**config.mk**
```make
export PLATFORM = sky130hd
export DESIGN_NAME = covariance_matrix_accumulator
export DESIGN_NICKNAME = d
export VERILOG_FILES = /design/src/sv/cma_pkg.sv /design/src/sv/covariance_matrix_accumulator.sv
export SDC_FILE = /design/constraint.sdc
export NUM_CORES = 2
export LEC_CHECK = 0
export BUFFER_PORTS_ARGS = -buffer_cell sky130_fd_sc_hd__buf_2
export CAP_MARGIN = 20
export CORE_ASPECT_RATIO = 0.6
export CORE_MARGIN = 1.5
export CORE_UTILIZATION = 25
export CTS_BUF_LIST = sky130_fd_sc_hd__clkbuf_8 sky130_fd_sc_hd__clkbuf_16
export DETAILED_ROUTE_END_ITERATION = 12
export PLACE_DENSITY = 0.5
export SYNTH_ARGS = -nofsm -noshare
export SYNTH_HDL_FRONTEND = slang
export SYNTH_SLANG_ARGS = --single-unit
```
**constraint.sdc**
```tcl
create_clock -name clk -period 8.09 [get_ports clk]
set_input_delay 0.4045 -clock clk [delete_from_list [all_inputs] [get_ports clk]]
set_output_delay 0.4045 -clock clk [all_outputs]
set_load 0.01 [all_outputs]
```
**src/sv/cma_pkg.sv**
```systemverilog
// Package for the covariance matrix accumulator.
// Holds the sequencer state type, register indexes and fixed field widths.
// No dependencies.
`default_nettype none

package cma_pkg;

    // Configuration port layout.
    localparam int unsigned CFG_IDX_W = 1;
    localparam int unsigned CFG_DATA_W = 16;
    localparam logic [CFG_IDX_W-1:0] REG_COLS_IN_USE = 1'd0;
    localparam logic [CFG_IDX_W-1:0] REG_SCALE_DIVISOR = 1'd1;

    // Fixed field widths.
    localparam int unsigned COLS_W = 4;
    localparam int unsigned SCALE_W = 16;
    localparam int unsigned VALUE_W = 48;
    localparam int unsigned IDX_OUT_W = 3;

    typedef enum logic [2:0] {
        ST_IDLE,
        ST_MAC,
        ST_DRAIN,
        ST_READ,
        ST_LOAD,
        ST_DIV,
        ST_OUT
    } cma_state_t;

endpackage

`default_nettype wire

```
**src/sv/covariance_matrix_accumulator.sv**
```systemverilog
// Uncentered covariance matrix accumulator, top level.
// Depends on cma_pkg; one shared multiplier and a bit-serial divider.
//
// Usage:
//   Samples arrive on the input channel (in_valid/in_ready, sample,
//   last_sample) in row-major order, cols_in_use samples to a row. Each
//   beat is multiplied with itself and with every earlier sample of its row
//   through one shared multiplier, one product per cycle, and the products
//   are added into a 48-bit upper-triangle store of product sums.
//   pos is a sample's column, 0..7; in_ready is low while the
//   multiply-accumulate sequence of that sample runs.
//   A beat with last_sample set closes the data set. The block then emits
//   cols x cols result beats in row-major order (out_valid/out_ready). Each
//   entry is read from the store and divided in a one-bit-per-cycle restoring
//   divider, or, when the effective divisor is zero, the divider is skipped
//   and divide_error is raised with a zero value.
//   When the receiver stalls, the result beat is held in the output
//   registers and the sequencer waits; no input is taken during emission.
//   By the end of the final beat the store, row count and column position
//   are clear and in_ready rises again. Reset clears all control state and
//   marks every sum as zero. Configuration writes take effect at once and
//   are meant to be made while the block is idle.
`default_nettype none

module covariance_matrix_accumulator #(
    parameter int MAX_COLS = 8,
    parameter int MAX_ROWS = 65536,
    parameter int SAMPLE_WIDTH = 16,
    parameter int SUM_WIDTH = 48
) (
    input  wire                                 clk,
    input  wire                                 rst_n,
    // Configuration write port
    input  wire                                 cfg_write_en,
    input  wire  [cma_pkg::CFG_IDX_W-1:0]       cfg_index,
    input  wire  [cma_pkg::CFG_DATA_W-1:0]      cfg_data,
    // Sample channel
    input  wire                                 in_valid,
    output logic                                in_ready,
    input  wire  signed [SAMPLE_WIDTH-1:0]      sample,
    input  wire                                 last_sample,
    // Result channel
    output logic                                out_valid,
    input  wire                                 out_ready,
    output logic signed [cma_pkg::VALUE_W-1:0]  moment_value,
    output logic [cma_pkg::IDX_OUT_W-1:0]       out_row,
    output logic [cma_pkg::IDX_OUT_W-1:0]       out_col,
    output logic                                last_entry,
    output logic                                divide_error
);

    import cma_pkg::*;

    localparam int TRI_DEPTH = (MAX_COLS * (MAX_COLS + 1)) / 2;
    localparam int TRI_AW = (TRI_DEPTH > 1) ? $clog2(TRI_DEPTH) : 1;
    localparam int CI_W = (MAX_COLS > 1) ? $clog2(MAX_COLS) : 1;
    localparam int CNT_W = $clog2(MAX_COLS + 1);
    localparam int RC_W = $clog2(MAX_ROWS + 1);
    localparam int DIV_W = (RC_W > SCALE_W) ? RC_W : SCALE_W;
    localparam int PROD_W = 2 * SAMPLE_WIDTH;
    localparam int MAC_W = (PROD_W > SUM_WIDTH) ? PROD_W : SUM_WIDTH;
    localparam int DCNT_W = $clog2(SUM_WIDTH + 1);
    localparam int EXT_W = (SUM_WIDTH > VALUE_W) ? SUM_WIDTH : VALUE_W;

    // Address of upper-triangle entry (lo, hi) with lo <= hi.
    function automatic logic [TRI_AW-1:0] tri_addr(input logic [CI_W-1:0] lo,
                                                   input logic [CI_W-1:0] hi);
        int base;
        base = (int'(lo) * (2 * MAX_COLS + 1 - int'(lo))) >> 1;
        return TRI_AW'(base) + TRI_AW'(hi) - TRI_AW'(lo);
    endfunction

    // Control state
    cma_state_t                 state_reg, state_next;
    logic [COLS_W-1:0]          cols_in_use_reg, cols_in_use_next;
    logic [SCALE_W-1:0]         scale_divisor_reg, scale_divisor_next;
    logic [CI_W-1:0]            column_position_reg, column_position_next;
    logic [RC_W-1:0]            row_count_reg, row_count_next;
    logic [CI_W-1:0]            pos_reg, pos_next;
    logic [CI_W-1:0]            j_reg, j_next;
    logic                       last_reg, last_next;
    logic [CNT_W-1:0]           cols_eff_reg, cols_eff_next;
    logic                       wr_pend_reg, wr_pend_next;
    logic [CI_W-1:0]            r_reg, r_next;
    logic [CI_W-1:0]            c_reg, c_next;
    logic [DCNT_W-1:0]          dcnt_reg, dcnt_next;
    logic                       div_zero_reg, div_zero_next;
    logic                       sum_valid_reg [TRI_DEPTH];
    logic                       rd_hit_reg;

    // Datapath registers
    logic signed [SAMPLE_WIDTH-1:0] x_reg, x_next;
    logic signed [PROD_W-1:0]   prod_reg, prod_next;
    logic [TRI_AW-1:0]          wr_addr_reg, wr_addr_next;
    logic [DIV_W-1:0]           div_reg, div_next;
    logic                       neg_reg, neg_next;
    logic [SUM_WIDTH-1:0]       dvd_reg, dvd_next;
    logic [DIV_W-1:0]           rem_reg, rem_next;
    logic [SUM_WIDTH-1:0]       rd_data_reg;

    // Storage
    logic signed [SAMPLE_WIDTH-1:0] row_buf [MAX_COLS];
    logic [SUM_WIDTH-1:0]       sum_mem [TRI_DEPTH];

    // Combinational helpers
    logic [CNT_W-1:0]           eff_cols;
    logic [CI_W-1:0]            pos_w;
    logic [CNT_W-1:0]           pos_inc;
    logic                       accept;
    logic [TRI_AW-1:0]          mac_addr;
    logic [TRI_AW-1:0]          emit_addr;
    logic [TRI_AW-1:0]          rd_addr;
    logic [CI_W-1:0]            emit_lo, emit_hi;
    logic [SUM_WIDTH-1:0]       sum_rd;
    logic signed [MAC_W-1:0]    prod_ext;
    logic [SUM_WIDTH-1:0]       sum_new;
    logic                       clear_sums;
    logic                       last_ent;
    logic                       c_wrap;
    logic [DIV_W-1:0]           div_sel;
    logic [DIV_W:0]             rem_sh;
    logic [DIV_W+1:0]           trial;
    logic [SUM_WIDTH-1:0]       res_u;
    logic signed [EXT_W-1:0]    res_ext;

    // Column count as used: zero acts as one, large values clamp.
    always_comb
    begin
        if (cols_in_use_reg == '0)
            eff_cols = CNT_W'(1);
        else if (cols_in_use_reg > COLS_W'(MAX_COLS))
            eff_cols = CNT_W'(MAX_COLS);
        else
            eff_cols = CNT_W'(cols_in_use_reg);
    end

    // A stale position past the column count starts a new row.
    assign pos_w = (CNT_W'(column_position_reg) >= eff_cols) ? '0 : column_position_reg;
    assign pos_inc = CNT_W'(pos_w) + CNT_W'(1);

    assign in_ready = (state_reg == ST_IDLE);
    assign accept = in_valid && in_ready;

    assign mac_addr = tri_addr(j_reg, pos_reg);
    assign emit_lo = (r_reg < c_reg) ? r_reg : c_reg;
    assign emit_hi = (r_reg < c_reg) ? c_reg : r_reg;
    assign emit_addr = tri_addr(emit_lo, emit_hi);
    assign rd_addr = (state_reg == ST_MAC) ? mac_addr : emit_addr;

    // Entries not yet written since the last clear read as zero.
    assign sum_rd = rd_hit_reg ? rd_data_reg : '0;
    assign prod_ext = MAC_W'(prod_reg);
    assign sum_new = sum_rd + prod_ext[SUM_WIDTH-1:0];

    assign c_wrap = (CNT_W'(c_reg) + CNT_W'(1) == cols_eff_reg);
    assign last_ent = c_wrap && (CNT_W'(r_reg) + CNT_W'(1) == cols_eff_reg);

    // Effective divisor: zero scale selects rows minus one.
    always_comb
    begin
        if (scale_divisor_reg != '0)
            div_sel = DIV_W'(scale_divisor_reg);
        else if (row_count_reg != '0)
            div_sel = DIV_W'(row_count_reg - RC_W'(1));
        else
            div_sel = '0;
    end

    // One restoring division step.
    assign rem_sh = {rem_reg, dvd_reg[SUM_WIDTH-1]};
    assign trial = {1'b0, rem_sh} - {2'b00, div_reg};

    always_comb
    begin
        state_next = state_reg;
        cols_in_use_next = cols_in_use_reg;
        scale_divisor_next = scale_divisor_reg;
        column_position_next = column_position_reg;
        row_count_next = row_count_reg;
        pos_next = pos_reg;
        j_next = j_reg;
        last_next = last_reg;
        cols_eff_next = cols_eff_reg;
        wr_pend_next = 1'b0;
        r_next = r_reg;
        c_next = c_reg;
        dcnt_next = dcnt_reg;
        div_zero_next = div_zero_reg;
        x_next = x_reg;
        prod_next = prod_reg;
        wr_addr_next = wr_addr_reg;
        div_next = div_reg;
        neg_next = neg_reg;
        dvd_next = dvd_reg;
        rem_next = rem_reg;
        clear_sums = 1'b0;

        if (cfg_write_en)
        begin
            case (cfg_index)
                REG_COLS_IN_USE:   cols_in_use_next = cfg_data[COLS_W-1:0];
                REG_SCALE_DIVISOR: scale_divisor_next = cfg_data[SCALE_W-1:0];
                default: ;
            endcase
        end

        case (state_reg)
            ST_IDLE:
            begin
                if (accept)
                begin
                    x_next = sample;
                    pos_next = pos_w;
                    j_next = '0;
                    last_next = last_sample;
                    cols_eff_next = eff_cols;
                    if (pos_w == '0 && row_count_reg < RC_W'(MAX_ROWS))
                        row_count_next = row_count_reg + RC_W'(1);
                    if (last_sample || pos_inc >= eff_cols)
                        column_position_next = '0;
                    else
                        column_position_next = CI_W'(pos_inc);
                    state_next = ST_MAC;
                end
            end
            ST_MAC:
            begin
                prod_next = PROD_W'(row_buf[j_reg]) * PROD_W'(x_reg);
                wr_addr_next = mac_addr;
                wr_pend_next = 1'b1;
                j_next = j_reg + CI_W'(1);
                if (j_reg == pos_reg)
                    state_next = last_reg ? ST_DRAIN : ST_IDLE;
            end
            ST_DRAIN:
            begin
                // The final sum write lands in this cycle.
                div_next = div_sel;
                div_zero_next = (div_sel == '0);
                row_count_next = '0;
                r_next = '0;
                c_next = '0;
                state_next = ST_READ;
            end
            ST_READ:
            begin
                state_next = ST_LOAD;
            end
            ST_LOAD:
            begin
                neg_next = sum_rd[SUM_WIDTH-1];
                dvd_next = sum_rd[SUM_WIDTH-1] ? (~sum_rd + 1'b1) : sum_rd;
                rem_next = '0;
                dcnt_next = DCNT_W'(SUM_WIDTH);
                state_next = div_zero_reg ? ST_OUT : ST_DIV;
            end
            ST_DIV:
            begin
                if (!trial[DIV_W+1])
                begin
                    rem_next = trial[DIV_W-1:0];
                    dvd_next = {dvd_reg[SUM_WIDTH-2:0], 1'b1};
                end
                else
                begin
                    rem_next = rem_sh[DIV_W-1:0];
                    dvd_next = {dvd_reg[SUM_WIDTH-2:0], 1'b0};
                end
                dcnt_next = dcnt_reg - DCNT_W'(1);
                if (dcnt_reg == DCNT_W'(1))
                    state_next = ST_OUT;
            end
            ST_OUT:
            begin
                if (out_ready)
                begin
                    if (last_ent)
                    begin
                        clear_sums = 1'b1;
                        state_next = ST_IDLE;
                    end
                    else
                    begin
                        if (c_wrap)
                        begin
                            c_next = '0;
                            r_next = r_reg + CI_W'(1);
                        end
                        else
                        begin
                            c_next = c_reg + CI_W'(1);
                        end
                        state_next = ST_READ;
                    end
                end
            end
            default:
            begin
                state_next = ST_IDLE;
            end
        endcase
    end

    always_ff @(posedge clk or negedge rst_n)
    begin
        if (!rst_n)
        begin
            state_reg <= ST_IDLE;
            cols_in_use_reg <= COLS_W'(MAX_COLS);
            scale_divisor_reg <= '0;
            column_position_reg <= '0;
            row_count_reg <= '0;
            pos_reg <= '0;
            j_reg <= '0;
            last_reg <= 1'b0;
            cols_eff_reg <= CNT_W'(MAX_COLS);
            wr_pend_reg <= 1'b0;
            r_reg <= '0;
            c_reg <= '0;
            dcnt_reg <= '0;
            div_zero_reg <= 1'b0;
        end
        else
        begin
            state_reg <= state_next;
            cols_in_use_reg <= cols_in_use_next;
            scale_divisor_reg <= scale_divisor_next;
            column_position_reg <= column_position_next;
            row_count_reg <= row_count_next;
            pos_reg <= pos_next;
            j_reg <= j_next;
            last_reg <= last_next;
            cols_eff_reg <= cols_eff_next;
            wr_pend_reg <= wr_pend_next;
            r_reg <= r_next;
            c_reg <= c_next;
            dcnt_reg <= dcnt_next;
            div_zero_reg <= div_zero_next;
        end
    end

    always_ff @(posedge clk)
    begin
        x_reg <= x_next;
        prod_reg <= prod_next;
        wr_addr_reg <= wr_addr_next;
        div_reg <= div_next;
        neg_reg <= neg_next;
        dvd_reg <= dvd_next;
        rem_reg <= rem_next;
    end

    // Per-entry valid bits stand in for clearing the sum store.
    always_ff @(posedge clk or negedge rst_n)
    begin
        if (!rst_n)
        begin
            for (int i = 0; i < TRI_DEPTH; i++)
                sum_valid_reg[i] <= 1'b0;
            rd_hit_reg <= 1'b0;
        end
        else
        begin
            if (clear_sums)
            begin
                for (int i = 0; i < TRI_DEPTH; i++)
                    sum_valid_reg[i] <= 1'b0;
            end
            else if (wr_pend_reg)
            begin
                sum_valid_reg[wr_addr_reg] <= 1'b1;
            end
            rd_hit_reg <= sum_valid_reg[rd_addr];
        end
    end

    // Sum store: one write port, one registered read port.
    always_ff @(posedge clk)
    begin
        if (wr_pend_reg)
            sum_mem[wr_addr_reg] <= sum_new;
        rd_data_reg <= sum_mem[rd_addr];
    end

    // Row buffer holds the samples of the current row.
    always_ff @(posedge clk)
    begin
        if (accept)
            row_buf[pos_w] <= sample;
    end

    // Result beat, held in registers while the receiver stalls.
    assign res_u = neg_reg ? (~dvd_reg + 1'b1) : dvd_reg;
    assign res_ext = EXT_W'($signed(res_u));

    assign out_valid = (state_reg == ST_OUT);
    assign moment_value = div_zero_reg ? '0 : res_ext[VALUE_W-1:0];
    assign out_row = IDX_OUT_W'(r_reg);
    assign out_col = IDX_OUT_W'(c_reg);
    assign last_entry = last_ent;
    assign divide_error = div_zero_reg;

endmodule

`default_nettype wire

```
# After elaboration in Yosys (flattened, before gate mapping)
# Memory sizes are Yosys's and may differ from the RTL's. A register that Yosys moved wholly into a read port is not among the register bits.
# Cells that the tools add are included.
# word_totals
regBits	242
ram_bits	1856
input_bits	39
out_inout_bits	58
word_cells	191
n_memories	2
# classes
n_addsub	19
mul	3
order_cmp	8
n_eq_ne	17
mux	54
bitwise_logic	6
reduce_logical	24
# memory_table
name	depth	width	rd	rd_clocked_by_memory_dff	wr	line_no	rtl
sum_mem	36	48	1	1	1	covariance_matrix_accumulator.sv:103	logic [SUM_WIDTH-1:0] sum_mem [TRI_DEPTH];
row_buf	8	16	1	0	1	covariance_matrix_accumulator.sv:102	logic signed [SAMPLE_WIDTH-1:0] row_buf [MAX_COLS];
# op_table
op	count
48-bit two-way mux	4
48-bit by 1-bit adder with 48-bit output (second input constant)	2
48-bit NOT	2
48-bit case mux with 2 select lines	1
17-bit two-way mux	5
36-bit two-way mux	2
17-bit case mux with 2 select lines	2
48-bit adder	1
3-bit two-way mux	15
36-bit bitwise OR	1
16-bit by 16-bit multiplier with 32-bit output	1
3-bit case mux with 7 select lines	1
18-bit by 17-bit subtractor with 19-bit output	1
3-bit case mux with 2 select lines	3
17-bit by 1-bit adder with 17-bit output (second input constant)	1
17-bit logical NOT	1
17-bit < comparator (second input constant)	1
17-bit nonzero test	1
17-bit by 1-bit subtractor with 17-bit output (second input constant)	1
16-bit nonzero test	1
7-bit greater-or-equal comparator (second input constant)	2
4-bit by 6-bit multiplier with 7-bit output	2
6-bit NOT with 7-bit output	2
3-bit by 1-bit adder with 4-bit output (second input constant)	3
other kinds (34)	75

# Longest topological paths before layout
# logic_depth
word_depth	11
mapped_depth	30

# Worst setup path before layout
# No wires, ideal clock.
# synth_path
path_type	register to register
startpoint	register j_reg[0]
endpoint	register prod_reg[31] (data pin)
setup_ns	0.260
arrival_ns	7.749
t_required_ns	7.830
setup_slack_ns	0.081
path_stages_with_launch	27
synth_period_minus_slack_ns	8.009
cell_sequence	dfrtp_1 buf_2 buf_1 mux4_2 nand2_1 nand2_1 clkbuf_1 nand2_1 inv_1 fa_1 fa_1 fa_1 fa_1 fa_1 inv_1 fa_1 inv_1 ha_1 and3_1 a221oi_1 o21ai_0 a31oi_1 o21ai_0 a311o_1 a21o_1 a21oi_1 xnor2_1
# synth_between
elab_chain_cells	2
# synth_lines
item	line_no	rtl
start, declared	covariance_matrix_accumulator.sv:80	logic [CI_W-1:0] j_reg, j_next;
start signal, assigned	covariance_matrix_accumulator.sv:331	j_reg <= j_next;
memory read 8 x 16 bit	--	
16-bit by 16-bit multiplier with 32-bit output	covariance_matrix_accumulator.sv:228	prod_next = PROD_W'(row_buf[j_reg]) * PROD_W'(x_reg);
end signal, assigned	covariance_matrix_accumulator.sv:345	prod_reg <= prod_next;
end, declared	covariance_matrix_accumulator.sv:93	logic signed [PROD_W-1:0] prod_reg, prod_next;
# Every way passes these cells.
# A chain may end at the register's enable or synchronous reset.

# Worst setup path in the final report
# layout_path
startpoint	register j_reg[0]
endpoint	register prod_reg[30] (data pin)
# Same word-level chain as after synthesis.

==> summary.txt <==
Status
  – Status: finished, final reports clean

Clock tree
  – CTS Buf Count: 191
  – Max Root-Sink Buffers: 4
  – Root buffer cell: clkbuf_16
  – CTS tree: yes
  – Clk sinks: between 2000 and 2500
  – CTS clk-pin slew, worst paths: about 70 ps
  – H-tree levels: 4
  – Clk Latency, worst-skew pair: between 800 and 900 ps

Synthesis
  – Post-synth top cells: edfxtp_1 (1993), mux4_2 (473), inv_1 (400)
  – Most numerous cell in the Yosys netlist: edfxtp_1
  – Register area share after synthesis: 63.9%
  – Area leader, netlist: edfxtp_1
  – Syn nets: about 6600
  – Top cells by area, synth: edfxtp_1 (60%), mux4_2 (11%), fa_1 (5.4%)
  – Avg Cell Area, Syn: 16.2 um2
  – Yosys warnings: 0
  – Mapped Area: 99200 um2
  – Share of the synthesized area in the top cell type: 60.3%
  – Post-synth cell types: 80
  – Top_reg_cell synth: edfxtp_1
  – Post-Syn Instances: 6122
  – Number of flops mapped to enable cells by yosys: 1993
  – Post-synth ARST share: 4.89%
  – FF+latch count, synth: 2146

Cells and area
  – Largest registers: sum_mem x1728, row_buf x128
  – Largest register FFs: about 1700
  – Final Non-Filler Cells: 11800
  – Largest register by flop count: sum_mem
  – Fin area: 115000 um2
  – Layout area overhead: 15.5%
  – Share of cells above drive strength 1: 19.2%
  – Nets: 6941

Setup path
  – R2R Path Start: j_reg[0]$_DFFE_PN0P_
  – Worst reg-to-reg path cell count: 26
  – FF-to-FF End: prod_reg[30]$_DFFE_PP_
  – Critical Path Fanout Max: 10
  – CP bufs+invs: 6
  – Arr. time, crit path: 8200 ps
  – WP data required: around 8700 ps
  – Instance count on the critical path: 26
  – Slowest Stage Delay on Critical Path: 630 ps
  – Crit start category: flop
  – Cell mode on critical path: fa_1
  – R2R Setup Slk: 470 ps
  – Crit. End Element: flop
  – Critical path's slowest cell: fa_1
  – Crit. Startpoint: j_reg[0]$_DFFE_PN0P_
  – CP top delay family: adder cells
  – Worst Setup Path Type: flop to flop

Min path
  – Hold_sp: cfg_write_en
  – Endpoint, Worst Hold: cols_in_use_reg[1]$_DFFE_PN0P_
  – HP Class: input pin to flop
  – Hold depth: 3

Die
  – IO Count: 97
  – Effective utilization at floorplan: 25.2%
  – Die Wd: 816 um
  – Die ar.: 401000 um2
  – Chip Height: about 490 um
  – CORE AREA: between 300000 and 400000 um2
  – FP Rows: 178

STA
  – Slew HR: 21.4%
  – Final Hold Viols: 0
  – Crit share post-route: a little over nine tenths
  – Final min period: 7620 ps
  – RSZ-0062 raised after global routing: no
  – Setup_tns: 0 ps
  – Setup Viol. Count Final: 0
  – Fin Clk Skew: 109 ps
  – Fin. max-slew vios: 0
  – Peak Freq: 131 MHz
  – Hold Slack: 151 ps
  – Least-Margin Pin Slew: 1170 ps

Detailed routing
  – WL per Instance: 25.0 um
  – Drt pass-1 iters: 7
  – Detailed-route via count: 56300
  – Drc violations: 0
  – Via-per-instance ratio: 4.77
  – Post-Route WL: about 290 mm
  – Drt initial violations: 6197
  – Remaining antenna violation count after routing: 0

Placed design
  – Gpl congestion: 0.854
  – DP Wirelength: approximately 190 mm
  – # port buffers: 96
  – Area post-placement: 108000 um2
  – Placed instance count: 11400

Global route
  – First-pass GRT wire length: 418 mm
  – Initial antenna violation count: 13
  – Overflow after GRT: 0
  – Total GRT Usage: roughly 14%
  – Largest net degree at the start of global routing: 74
  – Vias in the first global route: between 50000 and 60000

Flow run
  – MaxCap Viol Count: 0
## kinds of logic (layout without fill, tap and decap cells)
kind of cell,count (synthesis),in the layout,share of synthesized area (%)
xor gates and xnor gates,226,226,2.01
muxes,633,633,12.4
AOI/OAI and AO/OA,811,811,5.20
DFF,2146,2146,63.9
buffers and inverters,686,1130,2.67
and+or+nand+nor,1135,1135,5.64
other,0,9,0
adders and majority gates,485,485,8.16
## layout by cell type (no fill, tap or decap), drive strengths merged, types with 46 or more instances in the layout
master | netlist | final
mux4 | 473 | 473
xnor2 | 110 | 110
dfxtp | 48 | 48
a21oi | 202 | 202
buf | 75 | 346
ha | 215 | 215
xor2 | 115 | 115
o21a | 51 | 51
edfxtp | 1993 | 1993
nor2b | 82 | 82
nor2 | 243 | 243
dfrtp | 103 | 103
a211oi | 157 | 157
and2 | 221 | 221
fa | 270 | 270
clkinv | 2 | 79
o21ai | 199 | 199
nand2 | 364 | 364
inv | 402 | 451
mux2i | 129 | 129
nand3 | 46 | 46
clkbuf | 207 | 201
a21o | 63 | 63
## layout make-up
class                      count  area, um2
sequential                  2146      63400
clock buffer                 201       4950
fill                       38900     279000
timing repair buffer         384       3210
multi-input combinational   3290      34000
clock inverter               141        972
antenna                        9       22.5
inverter                     404       1520
tap                         5220       6530
## worst register-to-register path, cell delays in order, from the launching register on
cell and delay, ps:
dfrtp_4 550, buf_4 170, mux4_2 320, nand2_1 50, nand2_1 450, buf_4 300
nand2_1 100, fa_1 570, inv_1 60, fa_1 490, fa_1 630, fa_1 470
fa_1 510, inv_1 50, fa_1 480, inv_1 40, ha_1 300, o21a_1 210
nand3_1 100, o21ai_0 180, a211oi_1 80, buf_4 160, o311ai_0 430, o211ai_1 210
o21ai_0 200, a21oi_1 100, xnor2_1 140
## metrics by stage
step / utilization, % / setup WS, ps
final: 29.1 / 475
after global routing: 29.1 / 22.2
after CTS: 29.1 / 227
after detailed placement: 27.5 / 62.8
after global placement: 27.5 / 4.76
after floorplan: - / 81.1
## repair_timing
item                                   4_1_cts  5_1_grt
setup endpoints to repair                    1        2
pin swaps                                    0        1
resized for setup                            1        3
endpoints found under the hold margin      229        0
setup buffers                                0        6
hold buffers                                38        0
## layer usage
metal  GRT usage (%)  part of all wire [%]  vias up
li1                -                     -    23800
met1            23.7                    51    30300
met2            19.2                    40     1913
met3            2.73                   7.6      267
met4            1.84                   1.2        0
met5               0                     0        -
## worst max-delay path by stage
stage,endpoint,slack (ps)
5_1_grt,prod_reg[31]$_DFFE_PP_,20
3_3_place_gp,prod_reg[31]$_DFFE_PP_,5
4_1_cts,prod_reg[31]$_DFFE_PP_,230
6_report,prod_reg[30]$_DFFE_PP_,470
3_5_place_dp,prod_reg[31]$_DFFE_PP_,60
2_1_floorplan,prod_reg[31]$_DFFE_PP_,80
Power is not shown: default switching activity piles up to over one toggle a cycle in this logic, so the estimate is an artifact.
